File: config.mk
export PLATFORM = sky130hd
export DESIGN_NAME = vwt_ctrl_flat
export DESIGN_NICKNAME = d
export VERILOG_FILES = /design/src/sv/vwt_pkg.sv /design/src/sv/vwt_if.sv /design/src/sv/vwt_ctrl.sv /design/src/flat_wrapper.sv
export VERILOG_INCLUDE_DIRS = /design/src /design/src/sv
export SDC_FILE = /design/constraint.sdc
export NUM_CORES = 1
export LEC_CHECK = 0
export BUFFER_PORTS_ARGS = -buffer_cell sky130_fd_sc_hd__buf_2
export CORE_MARGIN = 2
export CORE_UTILIZATION = 40
export DETAILED_ROUTE_END_ITERATION = 6
export PLACE_DENSITY = 0.92
export RECOVER_POWER = 100
export SLEW_MARGIN = 20
export SYNTH_ARGS = -nofsm -noshare
export SYNTH_HDL_FRONTEND = slang
export SYNTH_SLANG_ARGS = --single-unit
export TNS_END_PERCENT = 10
File: constraint.sdc
create_clock -name clock -period 3.1 [get_ports clock]
set_input_delay 0.465 -clock clock [delete_from_list [all_inputs] [get_ports clock]]
set_output_delay 0.465 -clock clock [all_outputs]
set_load 0.02 [all_outputs]
File: src/sv/vertex_weld_table_macros.svh
// ---------------------------------------------------------------------------
// Vertex weld table assertion macros
// Concurrent assertion wrappers used by the controller of the block.
// ---------------------------------------------------------------------------
`ifndef VERTEX_WELD_TABLE_MACROS_SVH
`define VERTEX_WELD_TABLE_MACROS_SVH

`ifndef SYNTHESIS
`define VWT_ASSERT_IMPLIES(label, clk, rst, ante, cons) \
   label: assert property (@(posedge clk) disable iff (rst) (ante) |-> (cons)) \
      else $error("vertex_weld_table: same-cycle check failed");
`define VWT_ASSERT_NEXT(label, clk, rst, ante, cons) \
   label: assert property (@(posedge clk) disable iff (rst) (ante) |=> (cons)) \
      else $error("vertex_weld_table: next-cycle check failed");
`else
`define VWT_ASSERT_IMPLIES(label, clk, rst, ante, cons)
`define VWT_ASSERT_NEXT(label, clk, rst, ante, cons)
`endif

`endif

File: src/sv/vwt_pkg.sv
// ---------------------------------------------------------------------------
// Vertex weld table package
// Sizes, codes and the command and status types between control and datapath.
// ---------------------------------------------------------------------------
package vwt_pkg;

   localparam int TABLE_DEPTH = 64;
   localparam int IDX_W       = $clog2(TABLE_DEPTH);
   localparam int CNT_W       = $clog2(TABLE_DEPTH + 1);

   localparam int COORD_W     = 32;
   localparam int VTX_W       = 3 * COORD_W;
   localparam int OUT_IDX_W   = 6;
   localparam int OUT_CNT_W   = 7;
   localparam int STATUS_W    = 2;

   localparam logic [COORD_W-1:0] THRESHOLD_RESET = 32'd429497;

   localparam logic CMD_LOOKUP = 1'b0;
   localparam logic CMD_CLEAR  = 1'b1;

   localparam logic [STATUS_W-1:0] STATUS_MATCHED = 2'd0;
   localparam logic [STATUS_W-1:0] STATUS_ADDED   = 2'd1;
   localparam logic [STATUS_W-1:0] STATUS_FULL    = 2'd2;
   localparam logic [STATUS_W-1:0] STATUS_CLEARED = 2'd3;

   typedef struct packed {
      logic             load;
      logic             issue;
      logic             last;
      logic             flush;
      logic             write;
      logic [IDX_W-1:0] rd_addr;
      logic [IDX_W-1:0] wr_addr;
   } dp_cmd_type;

   typedef struct packed {
      logic             cmp_valid;
      logic             cmp_hit;
      logic             cmp_last;
      logic [IDX_W-1:0] cmp_idx;
   } dp_stat_type;

endpackage

File: src/sv/vwt_if.sv
// ---------------------------------------------------------------------------
// Vertex weld table channel interfaces
// Request, response and threshold write channels with valid/ready transfer.
// ---------------------------------------------------------------------------
interface vwt_req_if;
   import vwt_pkg::*;

   logic                      valid;
   logic                      ready;
   logic                      command;
   logic signed [COORD_W-1:0] vertex_x;
   logic signed [COORD_W-1:0] vertex_y;
   logic signed [COORD_W-1:0] vertex_z;

   modport source (output valid, command, vertex_x, vertex_y, vertex_z, input ready);
   modport sink   (input valid, command, vertex_x, vertex_y, vertex_z, output ready);
endinterface

interface vwt_rsp_if;
   import vwt_pkg::*;

   logic                 valid;
   logic                 ready;
   logic [OUT_IDX_W-1:0] vertex_index;
   logic [STATUS_W-1:0]  status;
   logic [OUT_CNT_W-1:0] entry_count;

   modport source (output valid, vertex_index, status, entry_count, input ready);
   modport sink   (input valid, vertex_index, status, entry_count, output ready);
endinterface


File: src/sv/vwt_ctrl.sv
// ---------------------------------------------------------------------------
// Vertex weld table controller
// Walks the stored vertices, decides match, add, full or clear, and holds
// the stored count and the response register.
// ---------------------------------------------------------------------------
`include "vertex_weld_table_macros.svh"

module vwt_ctrl (
   input  logic                 clock,
   input  logic                 reset,
   vwt_req_if.sink              req_bus,
   vwt_rsp_if.source            rsp_bus,
   output vwt_pkg::dp_cmd_type  cmd,
   input  vwt_pkg::dp_stat_type stat
);
   import vwt_pkg::*;

   localparam logic [1:0] ST_IDLE = 2'd0;
   localparam logic [1:0] ST_SCAN = 2'd1;
   localparam logic [1:0] ST_DONE = 2'd2;

   logic [1:0]           state_ff, state_in;
   logic [CNT_W-1:0]     count_ff, count_in;
   logic [IDX_W-1:0]     issue_ff, issue_in;
   logic                 issuing_ff, issuing_in;
   logic [IDX_W-1:0]     res_idx_ff, res_idx_in;
   logic [STATUS_W-1:0]  res_status_ff, res_status_in;
   logic                 rsp_valid_ff, rsp_valid_in;
   logic                 rsp_load;
   logic [OUT_IDX_W-1:0] rsp_idx_ff;
   logic [STATUS_W-1:0]  rsp_status_ff;
   logic [OUT_CNT_W-1:0] rsp_count_ff;
   logic                 req_fire;
   logic                 issue_last;

   assign req_bus.ready = (state_ff == ST_IDLE);
   assign req_fire      = req_bus.valid && req_bus.ready;
   assign issue_last    = (CNT_W'(issue_ff) == count_ff - CNT_W'(1));

   always_comb begin
      state_in      = state_ff;
      count_in      = count_ff;
      issue_in      = issue_ff;
      issuing_in    = issuing_ff;
      res_idx_in    = res_idx_ff;
      res_status_in = res_status_ff;
      rsp_valid_in  = rsp_valid_ff && !rsp_bus.ready;
      rsp_load      = 1'b0;
      cmd           = '0;
      cmd.rd_addr   = issue_ff;
      cmd.wr_addr   = count_ff[IDX_W-1:0];
      cmd.last      = issue_last;

      case (state_ff)
         ST_IDLE: begin
            if (req_fire) begin
               if (req_bus.command == CMD_CLEAR) begin
                  count_in      = '0;
                  res_idx_in    = '0;
                  res_status_in = STATUS_CLEARED;
                  state_in      = ST_DONE;
               end else begin
                  cmd.load   = 1'b1;
                  issue_in   = '0;
                  issuing_in = (count_ff != '0);
                  state_in   = ST_SCAN;
               end
            end
         end
         ST_SCAN: begin
            cmd.issue = issuing_ff;
            if (issuing_ff) begin
               if (issue_last) begin
                  issuing_in = 1'b0;
               end else begin
                  issue_in = issue_ff + IDX_W'(1);
               end
            end
            if (stat.cmp_valid && stat.cmp_hit) begin
               cmd.flush     = 1'b1;
               cmd.issue     = 1'b0;
               issuing_in    = 1'b0;
               res_idx_in    = stat.cmp_idx;
               res_status_in = STATUS_MATCHED;
               state_in      = ST_DONE;
            end else if ((stat.cmp_valid && stat.cmp_last) || count_ff == '0) begin
               if (count_ff < CNT_W'(TABLE_DEPTH)) begin
                  cmd.write     = 1'b1;
                  count_in      = count_ff + CNT_W'(1);
                  res_idx_in    = count_ff[IDX_W-1:0];
                  res_status_in = STATUS_ADDED;
               end else begin
                  res_idx_in    = '0;
                  res_status_in = STATUS_FULL;
               end
               state_in = ST_DONE;
            end
         end
         ST_DONE: begin
            if (!rsp_valid_ff || rsp_bus.ready) begin
               rsp_load     = 1'b1;
               rsp_valid_in = 1'b1;
               state_in     = ST_IDLE;
            end
         end
         default: begin
            state_in = ST_IDLE;
         end
      endcase
   end

   always_ff @(posedge clock) begin
      if (reset) begin
         state_ff     <= ST_IDLE;
         count_ff     <= '0;
         issuing_ff   <= 1'b0;
         rsp_valid_ff <= 1'b0;
      end else begin
         state_ff     <= state_in;
         count_ff     <= count_in;
         issuing_ff   <= issuing_in;
         rsp_valid_ff <= rsp_valid_in;
      end
   end

   always_ff @(posedge clock) begin
      issue_ff      <= issue_in;
      res_idx_ff    <= res_idx_in;
      res_status_ff <= res_status_in;
      if (rsp_load) begin
         rsp_idx_ff    <= OUT_IDX_W'(res_idx_ff);
         rsp_status_ff <= res_status_ff;
         rsp_count_ff  <= OUT_CNT_W'(count_ff);
      end
   end

   assign rsp_bus.valid        = rsp_valid_ff;
   assign rsp_bus.vertex_index = rsp_idx_ff;
   assign rsp_bus.status       = rsp_status_ff;
   assign rsp_bus.entry_count  = rsp_count_ff;

   `VWT_ASSERT_IMPLIES(a_count_bound, clock, reset, 1'b1, count_ff <= CNT_W'(TABLE_DEPTH))
   `VWT_ASSERT_IMPLIES(a_cmp_in_scan, clock, reset, stat.cmp_valid, state_ff == ST_SCAN)
   `VWT_ASSERT_IMPLIES(a_write_has_room, clock, reset, cmd.write, count_ff < CNT_W'(TABLE_DEPTH))
   `VWT_ASSERT_NEXT(a_clear_empties, clock, reset, req_fire && req_bus.command == CMD_CLEAR, count_ff == '0)

endmodule

File: src/flat_wrapper.sv
// flat-port wrapper written by rule: the top's interface ports become plain ports
module vwt_ctrl_flat import vwt_pkg::*;
  (clock, reset, cmd, stat, req_bus_valid, req_bus_command, req_bus_vertex_x, req_bus_vertex_y, req_bus_vertex_z, req_bus_ready, rsp_bus_valid, rsp_bus_vertex_index, rsp_bus_status, rsp_bus_entry_count, rsp_bus_ready);
  vwt_req_if req_bus_i ();
  vwt_rsp_if rsp_bus_i ();
  input  logic clock;
  input  logic reset;
  output vwt_pkg::dp_cmd_type cmd;
  input  vwt_pkg::dp_stat_type stat;
  input wire logic [$bits(req_bus_i.valid)-1:0] req_bus_valid;
  input wire logic [$bits(req_bus_i.command)-1:0] req_bus_command;
  input wire logic [$bits(req_bus_i.vertex_x)-1:0] req_bus_vertex_x;
  input wire logic [$bits(req_bus_i.vertex_y)-1:0] req_bus_vertex_y;
  input wire logic [$bits(req_bus_i.vertex_z)-1:0] req_bus_vertex_z;
  output wire logic [$bits(req_bus_i.ready)-1:0] req_bus_ready;
  output wire logic [$bits(rsp_bus_i.valid)-1:0] rsp_bus_valid;
  output wire logic [$bits(rsp_bus_i.vertex_index)-1:0] rsp_bus_vertex_index;
  output wire logic [$bits(rsp_bus_i.status)-1:0] rsp_bus_status;
  output wire logic [$bits(rsp_bus_i.entry_count)-1:0] rsp_bus_entry_count;
  input wire logic [$bits(rsp_bus_i.ready)-1:0] rsp_bus_ready;
  assign req_bus_i.valid = req_bus_valid;
  assign req_bus_i.command = req_bus_command;
  assign req_bus_i.vertex_x = req_bus_vertex_x;
  assign req_bus_i.vertex_y = req_bus_vertex_y;
  assign req_bus_i.vertex_z = req_bus_vertex_z;
  assign req_bus_ready = req_bus_i.ready;
  assign rsp_bus_valid = rsp_bus_i.valid;
  assign rsp_bus_vertex_index = rsp_bus_i.vertex_index;
  assign rsp_bus_status = rsp_bus_i.status;
  assign rsp_bus_entry_count = rsp_bus_i.entry_count;
  assign rsp_bus_i.ready = rsp_bus_ready;
  vwt_ctrl u_core (.clock(clock), .reset(reset), .req_bus(req_bus_i), .rsp_bus(rsp_bus_i), .cmd(cmd), .stat(stat));
endmodule
Word-level counts from Yosys, hierarchy flattened
Cells that the tools add are included.
{"block": "word_totals", "input_bits": 110, "regBits": 40, "out_inout_bits": 34, "word_cells": 93}
{"block": "op_classes", "magnitude_cmp": 1, "eq_ne": 13, "add_sub_neg": 3, "mux": 49, "reduce_logical": 17}
{"operator": "$mux W6", "count": 9}
{"operator": "$mux W7", "count": 5}
{"operator": "$pmux W6 S2", "count": 2}
{"operator": "$mux W2", "count": 11}
{"operator": "$mux W1", "count": 18}
{"operator": "$pmux W7 S2", "count": 1}
{"operator": "$ne A2 B2 Y1 const B", "count": 5}
{"operator": "$ne A2 B1 Y1 const B", "count": 4}
{"operator": "$add A7 B1 Y7 const B", "count": 1}
{"operator": "$eq A6 B7 Y1", "count": 1}
{"operator": "$logic_not A7 Y1", "count": 1}
{"operator": "$lt A7 B7 Y1 const B", "count": 1}
{"operator": "$reduce_bool A7 Y1", "count": 1}
{"operator": "$sub A7 B1 Y7 const B", "count": 1}
{"operator": "$add A6 B1 Y6 const B", "count": 1}
{"operator": "$pmux W2 S3", "count": 1}
{"operator": "$reduce_and A3 Y1", "count": 2}
{"operator": "$reduce_and A6 Y1", "count": 1}
{"operator": "$reduce_and A5 Y1", "count": 1}
{"operator": "$logic_and A1 B1 Y1", "count": 4}
{"operator": "$pmux W2 S2", "count": 1}
{"operator": "$reduce_and A4 Y1", "count": 1}
{"operator": "$ne A3 B1 Y1 const B", "count": 1}
{"operator": "$eq A2 B1 Y1 const B", "count": 1}
{"operator": "6 further kinds", "count": 8}

Longest topological paths before layout
Gate-level depths: netlist of the first run.
{"block": "depth", "depth_word": 6, "ltp_mapped": 7, "mapped_depth_nobuf": 7}

Worst setup path before layout of the first run
OpenSTA, ideal clock, no wires.
{"block": "synth_timing", "path_kind": "reg-to-output", "from": "reg u_core.count_ff[0]", "to": "out cmd[14] (netlist bit)", "path_buffers": 1, "t_required_ps": 2635, "path_stages_with_launch": 8, "arrival_time_ps": 1710, "path_slack_ps": 925, "cell_sequence": "dfxtp_1 -> inv_1 -> ha_1 -> xor2_1 -> nand2_1 -> nor4_1 -> nor2b_1 -> buf_4"}
{"block": "synth_between", "elab_chain_cells": 2}
{"item": "from (decl)", "line": "vwt_ctrl.sv:23", "rtl": "logic [CNT_W-1:0] count_ff, count_in;"}
{"item": "from (signal assigned)", "line": "vwt_ctrl.sv:120", "rtl": "count_ff <= count_in;"}
{"item": "$sub A7 B1 Y7", "line": "vwt_ctrl.sv:38", "rtl": "assign issue_last = (CNT_W'(issue_ff) == count_ff - CNT_W'(1));"}
{"item": "$eq A6 B7 Y1", "line": "vwt_ctrl.sv:38"}
{"item": "to (decl)", "line": "flat_wrapper.sv:8", "rtl": "output vwt_pkg::dp_cmd_type cmd;"}
Every way passes these cells.

==> out/results.tsv, run 1 <==
stage	metric	value	unit
outcome	status	finished clean	
floorplanning	die_height	73.50	µm
place	place_inst	262	
place	gp_congestion	0.8421	
setup_path	crit_type	reg2out	
timing	slew_violations	0	
setup_path	critPathMaxFanout	9	
timing	period_needed	2.793	ns
clocking	root_buffer	clkbuf_8	
logic_synthesis	syn-num-nets	285	
timing	layout_setup_ws	0.3074	ns
finish	num-nets-final	329	
clocking	clock_sinks	40	
setup_path	endpoint_kind	output pin	
setup_path	r2r_start	u_core.count_ff[0]$_SDFFE_PP0P_	
setup_path	crit_path_start	u_core.count_ff[0]$_SDFFE_PP0P_	
pwr	p_leak	0.7771	nW
timing	worst_slew_pin_slew	0.8381	ns
timing	slew_headroom	44.13	%
route	wl_met2	1740	µm
logic_synthesis	synth_top_cell_area_share	45.08	%
finish	drive_gt1_share	12.96	%
clocking	htreeDepth	2	
route	routedWlPerCell	14.92	µm
finish	mostFrequentLayoutCells	34 x clkbuf_1, 29 x edfxtp_1, 17 x nor2_1	
route	top_layer	met4	
global_routing	grt-ovfl-total	0	
floorplanning	io_pins	144	
route	routed_via_density	5.459	
clocking	clockBufferDepth	2	
timing	finClkSkew	0.008182	ns
floorplanning	coreArea	4692	µm²
pwr	powerDensity	522.3	nW/µm²
route	antenna_left	0	
hold_path	hold_class	in2reg	
route	first_pass_iters	4	
clocking	cts_buffers	5	
route	m1WireLength	1891	µm
logic_synthesis	synth_area	1932	µm²
clocking	holdBufCountCts	0	
flow_run	cap_violations	0	
finish	fin_util	47.49	%
timing	period_share	90.08	%
logic_synthesis	ys_seq_area_share	56.48	%
finish	nFillCells	433	
clocking	cts.clk_slew.worst_paths	0.08	ns
logic_synthesis	syn_inst	171	
place	dp_slack	0.5656	ns
global_routing	grt_pass1_wl	6141	µm
floorplanning	initial_utilization	41.17	%
setup_path	worstPathRequired	2.63	ns
finish	final_common_cell	clkbuf_1	
logic_synthesis	synth.distinct_cells	39	
logic_synthesis	synth_top_area_cell	edfxtp_1	
logic_synthesis	ys_ff_latch	40	
clocking	cts_tree	built	
setup_path	endpoint	cmd[14]	
pwr	peakVddDrop	0.1682	mV
place	port_buffers	47	
floorplanning	die_area	5402	µm²
route	wl_met3	356	µm
route	vias	1474	
route	drt_iter0_markers	142	
global_routing	grt_max_degree	16	
setup_path	cp.arrival	2.33	ns
global_routing	antenna_found_initial	0	
finish	num_antenna_cells	0	
place	hpwl	2877	µm
logic_synthesis	avgSynthCellArea	11.30	µm²
floorplanning	die_x	73.50	µm
finish	seq_area	1091	µm²
finish	area_delta_synth_final	15.35	%
clocking	clk_latency	0.30	ns
finish	multi_input_area	740.7	µm²
timing	whs	0.4180	ns
finish	final_cells	270	
floorplanning	rows	25	
setup_path	reg2reg_depth	7	
setup_path	rrSetupSlack	0.48	ns
timing	grt_setup_unrepaired	false	
setup_path	r2r-end	u_core.issue_ff[3]$_SDFFCE_PN0P_	
global_routing	grt_usage	15.12	%
setup_path	start_kind	flop	
route	drc	0	
timing	setup_viol	0	
route	routed_wl	4029	µm
logic_synthesis	yosys_warnings	0	
logic_synthesis	synth.top_cells.by_area	edfxtp_1 45%, dfxtp_1 11%, xnor2_1 3.6%, nor2_1 3.3%, nand2_1 2.9%	
global_routing	grt_pass1_vias	1301	
timing	finalSetupTns	0	ns
timing	max_freq	0.3581	GHz
timing	hold_viol	0	
logic make-up after synthesis:
family	after synthesis	share of synthesized area, %
simple gates	63	16.77
flops	40	56.48
compound gates	35	13.21
buf+inv	16	5.051
xor+xnor	13	5.894
fa+ha+maj	4	2.591
layout make-up:
type                            count  share of cell area (%)
Clock inverter                      3                   1.909
Clock buffer                        5                   3.088
Multi-Input combinational cell    115                   33.24
Timing Repair Buffer               49                   9.096
Tap cell                           54                   3.032
Sequential cell                    40                   48.96
Inverter                            4                  0.6738
what timing repair did:
action / CTS / global route
setup buffers: 0 / 0
hold endpoints to repair: 0 / 0
setup endpoints to repair: 0 / 1
resized for setup: 0 / 1
report_power, final:
part | internal (mW) | switching [mW]
Sequential | 0.597 | 0.0166
Clock | 0.238 | 0.185
Combinational | 0.0441 | 0.0828
Total | 0.880 | 0.284
layer usage:
metal	vias up	GRT usage (%)
met3	9	3.704
met2	70	23.12
met5	-	0
met1	693	20.60
li1	702	-
met4	0	6.061
synth_stat cells:
library cell / n
o21bai_1: 1
or3_1: 3
nand4b_1: 1
nor4_1: 2
o32a_2: 1
a31o_2: 1
inv_1: 4
xnor2_1: 8
ha_1: 4
nor2b_1: 4
o21a_1: 1
nand2_1: 15
nor4_4: 1
nand3_1: 7
a32oi_2: 1
o31a_1: 2
xor2_1: 5
clkbuf_1: 1
and3_1: 3
buf_2: 3
nor2_1: 17
o21ai_0: 6
a22o_1: 3
nor3_1: 2
and2b_1: 1
buf_4: 7
o32ai_1: 2
buf_6: 1
a21oi_1: 10
dfxtp_1: 11
o21ba_1: 1
and2_1: 3
nand2b_1: 3
a221oi_1: 2
a22o_2: 1
nor4b_1: 1
a211oi_1: 2
edfxtp_1: 29
o22a_2: 1
per-stage QoR:
step / area [µm²] / total power, mW
detailed placement: 2167 / 0.7566
global placement: 2167 / 0.7522
CTS: 2278 / 1.175
finish: 2228 / 1.164
floorplan: 1932 / 0.7127
global route: 2228 / 1.207
sequential cells by signal (all words and copies together) (netlist names):
| signal | flops |
|---|---|
| u_core.issuing_ff | 1 |
| u_core.res_idx_ff | 6 |
| u_core.rsp_bus.entry_count | 7 |
| u_core.res_status_ff | 2 |
| u_core.rsp_bus.valid | 1 |
| u_core.rsp_bus.vertex_index | 6 |
| u_core.issue_ff | 6 |
| u_core.state_ff | 2 |
| u_core.count_ff | 7 |
| u_core.rsp_bus.status | 2 |
critical path, stage by stage (launching register included):
cell and delay [ns]:
dfxtp_1 0.55, inv_1 0.17, ha_1 0.36, xor2_1 0.16, nand2_1 0.08, nor4_2 0.35, nor2b_1 0.19, buf_2 0.17
how the worst min path moves through the flow:
stage	to	slack (ns)	cells after the start	start
final	u_core.rsp_bus.valid$_SDFF_PP0_	0.42	2	reset
after global routing	u_core.state_ff[1]$_SDFFE_PP0P_	0.41	2	reset
after CTS	u_core.state_ff[1]$_SDFFE_PP0P_	0.41	2	reset
after detailed placement	u_core.rsp_bus.vertex_index[3]$_DFFE_PP_	0.41	0	u_core.res_idx_ff[3]$_SDFFCE_PN0P_
after global placement	u_core.rsp_bus.vertex_index[2]$_DFFE_PP_	0.40	0	u_core.res_idx_ff[2]$_SDFFCE_PN0P_
after floorplan	u_core.rsp_bus.status[0]$_DFFE_PP_	0.40	0	u_core.res_status_ff[0]$_SDFFCE_PN1P_
No activity file was read; power rests on OpenSTA's default activity.
==> run 2, diff against run 1 <==
Settings changed: REMOVE_ABC_BUFFERS set to 1.
==> run 2 against run 1 <==
Compared with the run above:
- critical path type unchanged
- combinational power barely moved
- die area is the same
- clock skew increased by 0.0011 ns
- sequential share of layout area rose by 0.055 points
==> out/results.tsv, run 2 (synthesis results as in run 1) <==
stage	metric	value	unit	change
timing	worst_slew_pin_slew	0.7727	ns	was 0.8381 ns
route	vias	1444		was 1474
route	routed_wl	3945	µm	was 4029 µm
setup_path	crit_type	reg2out		unchanged
clocking	clockBufferDepth	2		unchanged
global_routing	antenna_found_initial	0		unchanged
setup_path	cp.arrival	2.40	ns	was 2.33 ns
floorplanning	coreArea	4692	µm²	unchanged
global_routing	met1_usage	18.33	%	was 20.60%
clocking	cts.clk_slew.worst_paths	0.09	ns	was 0.08 ns
global_routing	grt-ovfl-total	0		unchanged
pwr	intPower	0.8837	mW	was 0.8797 mW
setup_path	start_kind	flop		unchanged
timing	finClkSkew	0.009260	ns	was 0.008182 ns
flow_run	cap_violations	0		unchanged
route	routed_via_density	5.348		was 5.459
finish	fin_util	47.44	%	was 47.49%
clocking	cts_resized	0		unchanged
clocking	cts_buffers	5		unchanged
floorplanning	rows	25		unchanged
floorplanning	initial_utilization	41.17	%	unchanged
setup_path	crit_path_start	u_core.count_ff[0]$_SDFFE_PP0P_		unchanged
setup_path	r2r_start	u_core.count_ff[0]$_SDFFE_PP0P_		unchanged
setup_path	r2r-end	u_core.issue_ff[3]$_SDFFCE_PN0P_		unchanged
clocking	holdBufCountCts	0		unchanged
setup_path	critPathMaxFanout	9		unchanged
pwr	pwr-share-seq	52.1	%	was 52.8%
hold_path	hold_depth	2		unchanged
setup_path	endpoint	cmd[14]		unchanged
floorplanning	die_height	73.50	µm	unchanged
finish	num-nets-final	329		unchanged
setup_path	slowest_delay	0.54	ns	was 0.55 ns
setup_path	reg2reg_depth	7		unchanged
floorplanning	die_x	73.50	µm	unchanged
route	drc	0		unchanged
place	hpwl	2929	µm	was 2877 µm
finish	mostFrequentLayoutCells	34 x clkbuf_1, 29 x edfxtp_1, 17 x nor2_1		unchanged
global_routing	grt_usage	15.36	%	was 15.12%
clocking	htreeDepth	2		unchanged
pwr	p_comb_share	10.5	%	was 10.9%
timing	period_share	92.36	%	was 90.08%
timing	period_needed	2.863	ns	was 2.793 ns
timing	max_freq	0.3493	GHz	was 0.3581 GHz
global_routing	gr-usage-met3	5.624	%	was 3.704%
finish	final_common_cell	clkbuf_1		unchanged
place	port_buffers	47		unchanged
setup_path	crit_path_top_delay_cell	dfxtp_1		unchanged
setup_path	crit_chain	inv_1, ha_1, xor2_1, nand2_1, nor4_1, nor2b_1, buf_2		was inv_1, ha_1, xor2_1, nand2_1, nor4_2, nor2b_1, buf_2
route	antenna_left	0		unchanged
clocking	cts_tree	built		unchanged
timing	slew_violations	0		unchanged
finish	num_antenna_cells	0		unchanged
setup_path	endpoint_kind	output pin		unchanged
timing	slew_headroom	48.49	%	was 44.13%
finish	nFillCells	452		was 433
clocking	clk_latency	0.31	ns	was 0.30 ns
global_routing	use_met2	25.20	%	was 23.12%
route	routedWlPerCell	14.61	µm	was 14.92 µm
route	first_pass_iters	4		unchanged
setup_path	worstPathRequired	2.63	ns	about the same
place	place_area	2167	µm²	unchanged
global_routing	grt_max_degree	16		unchanged
clocking	clock_sinks	40		unchanged
route	drt_iter0_markers	82		was 142
pwr	swShare	24.98	%	was 24.42%
clocking	root_buffer	clkbuf_8		unchanged
finish	final_area	2226	µm²	was 2228 µm²
global_routing	top_usage_layer	met2		unchanged
finish	drive_gt1_share	12.50	%	was 12.96%
finish	area_delta_synth_final	15.22	%	was 15.35%
setup_path	rrSetupSlack	0.55	ns	was 0.48 ns
timing	hold_viol	0		unchanged
pwr	powerDensity	529.2	nW/µm²	was 522.3 nW/µm²
pwr	peakVddDrop	0.1870	mV	was 0.1682 mV
timing	whs	0.4087	ns	was 0.4180 ns
timing	grt_setup_unrepaired	false		unchanged
hold_path	hold_class	in2reg		unchanged
timing	finalSetupTns	0	ns	unchanged
clocking	post_cts_buffers	0		unchanged
pwr	power_switching	0.2942	mW	was 0.2843 mW
floorplanning	die_area	5402	µm²	unchanged
outcome	status	finished clean		unchanged
global_routing	grt_pass1_vias	1328		was 1301
pwr	p_leak	0.7776	nW	was 0.7771 nW
timing	setup_viol	0		unchanged
global_routing	grt_pass1_wl	6072	µm	was 6141 µm
floorplanning	io_pins	144		unchanged
place	gp_congestion	0.8065		was 0.8421
pwr	clkPwrFrac	37.4	%	was 36.3%
[run 2: cell count changes in the layout (fill, tap and decap cells not counted), sizes merged]
cell and delta:
inv +1, clkinv -1
[run 2: stage by stage]
| stage | setup WS [ns] | power (mW) | cells |
|---|---|---|---|
| final | 0.2368 | 1.178 | 270 |
| after global routing | 0.02825 | 1.232 | 270 |
| after CTS | 0.2029 | 1.194 | 270 |
| after detailed placement | 0.5697 | 0.7564 | 262 |
| after global placement | 0.5871 | 0.7512 | 262 |
| after floorplan | 0.6886 | 0.7091 | 159 |
[run 2: layer usage]
layer	vias to the layer above	share of wire, %	wire (µm)
met5	-	0	0
met3	8	6.7	263
met1	676	45	1785
met4	0	1.6	65
li1	707	-	-
met2	53	46	1831
[run 2: cell type report]
cell class / count / area, µm² / share of cell area, %
Clock buffer: 5 / 68.82 / 3.092
Clock inverter: 3 / 46.29 / 2.080
Inverter: 4 / 15.01 / 0.6745
Multi-Input combinational cell: 115 / 734.5 / 33.00
Sequential cell: 40 / 1091 / 49.02
Tap cell: 54 / 67.56 / 3.035
Timing Repair Buffer: 49 / 202.7 / 9.106
[run 2: power by group through the flow]
stage	combinational [mW]	clock (mW)	sequential, mW
floorplan	0.0694	0	0.640
finish	0.124	0.440	0.614
detailed placement	0.131	0	0.626
global placement	0.127	0	0.624
global route	0.137	0.478	0.617
CTS	0.132	0.449	0.614
[run 2: critical path: cells and delay by family (launching register included)]
| family | cells | cell delay (ns) |
|---|---|---|
| adders and majority gates | 1 | 0.36 |
| buffers and inverters | 2 | 0.35 |
| xor gates and xnor gates | 1 | 0.16 |
| DFF | 1 | 0.54 |
| and+or+nand+nor | 3 | 0.68 |
[run 2: worst min path at each step]
| stage | start | end | slack [ns] |
|---|---|---|---|
| after floorplan | u_core.res_status_ff[0]$_SDFFCE_PN1P_ | u_core.rsp_bus.status[0]$_DFFE_PP_ | 0.40 |
| final | reset | u_core.state_ff[0]$_SDFFE_PP0P_ | 0.41 |
| after global placement | u_core.res_status_ff[1]$_SDFFCE_PN1P_ | u_core.rsp_bus.status[1]$_DFFE_PP_ | 0.40 |
| after global routing | reset | u_core.state_ff[0]$_SDFFE_PP0P_ | 0.41 |
| after detailed placement | u_core.res_idx_ff[0]$_SDFFCE_PN0P_ | u_core.rsp_bus.vertex_index[0]$_DFFE_PP_ | 0.40 |
| after CTS | reset | u_core.state_ff[0]$_SDFFE_PP0P_ | 0.40 |
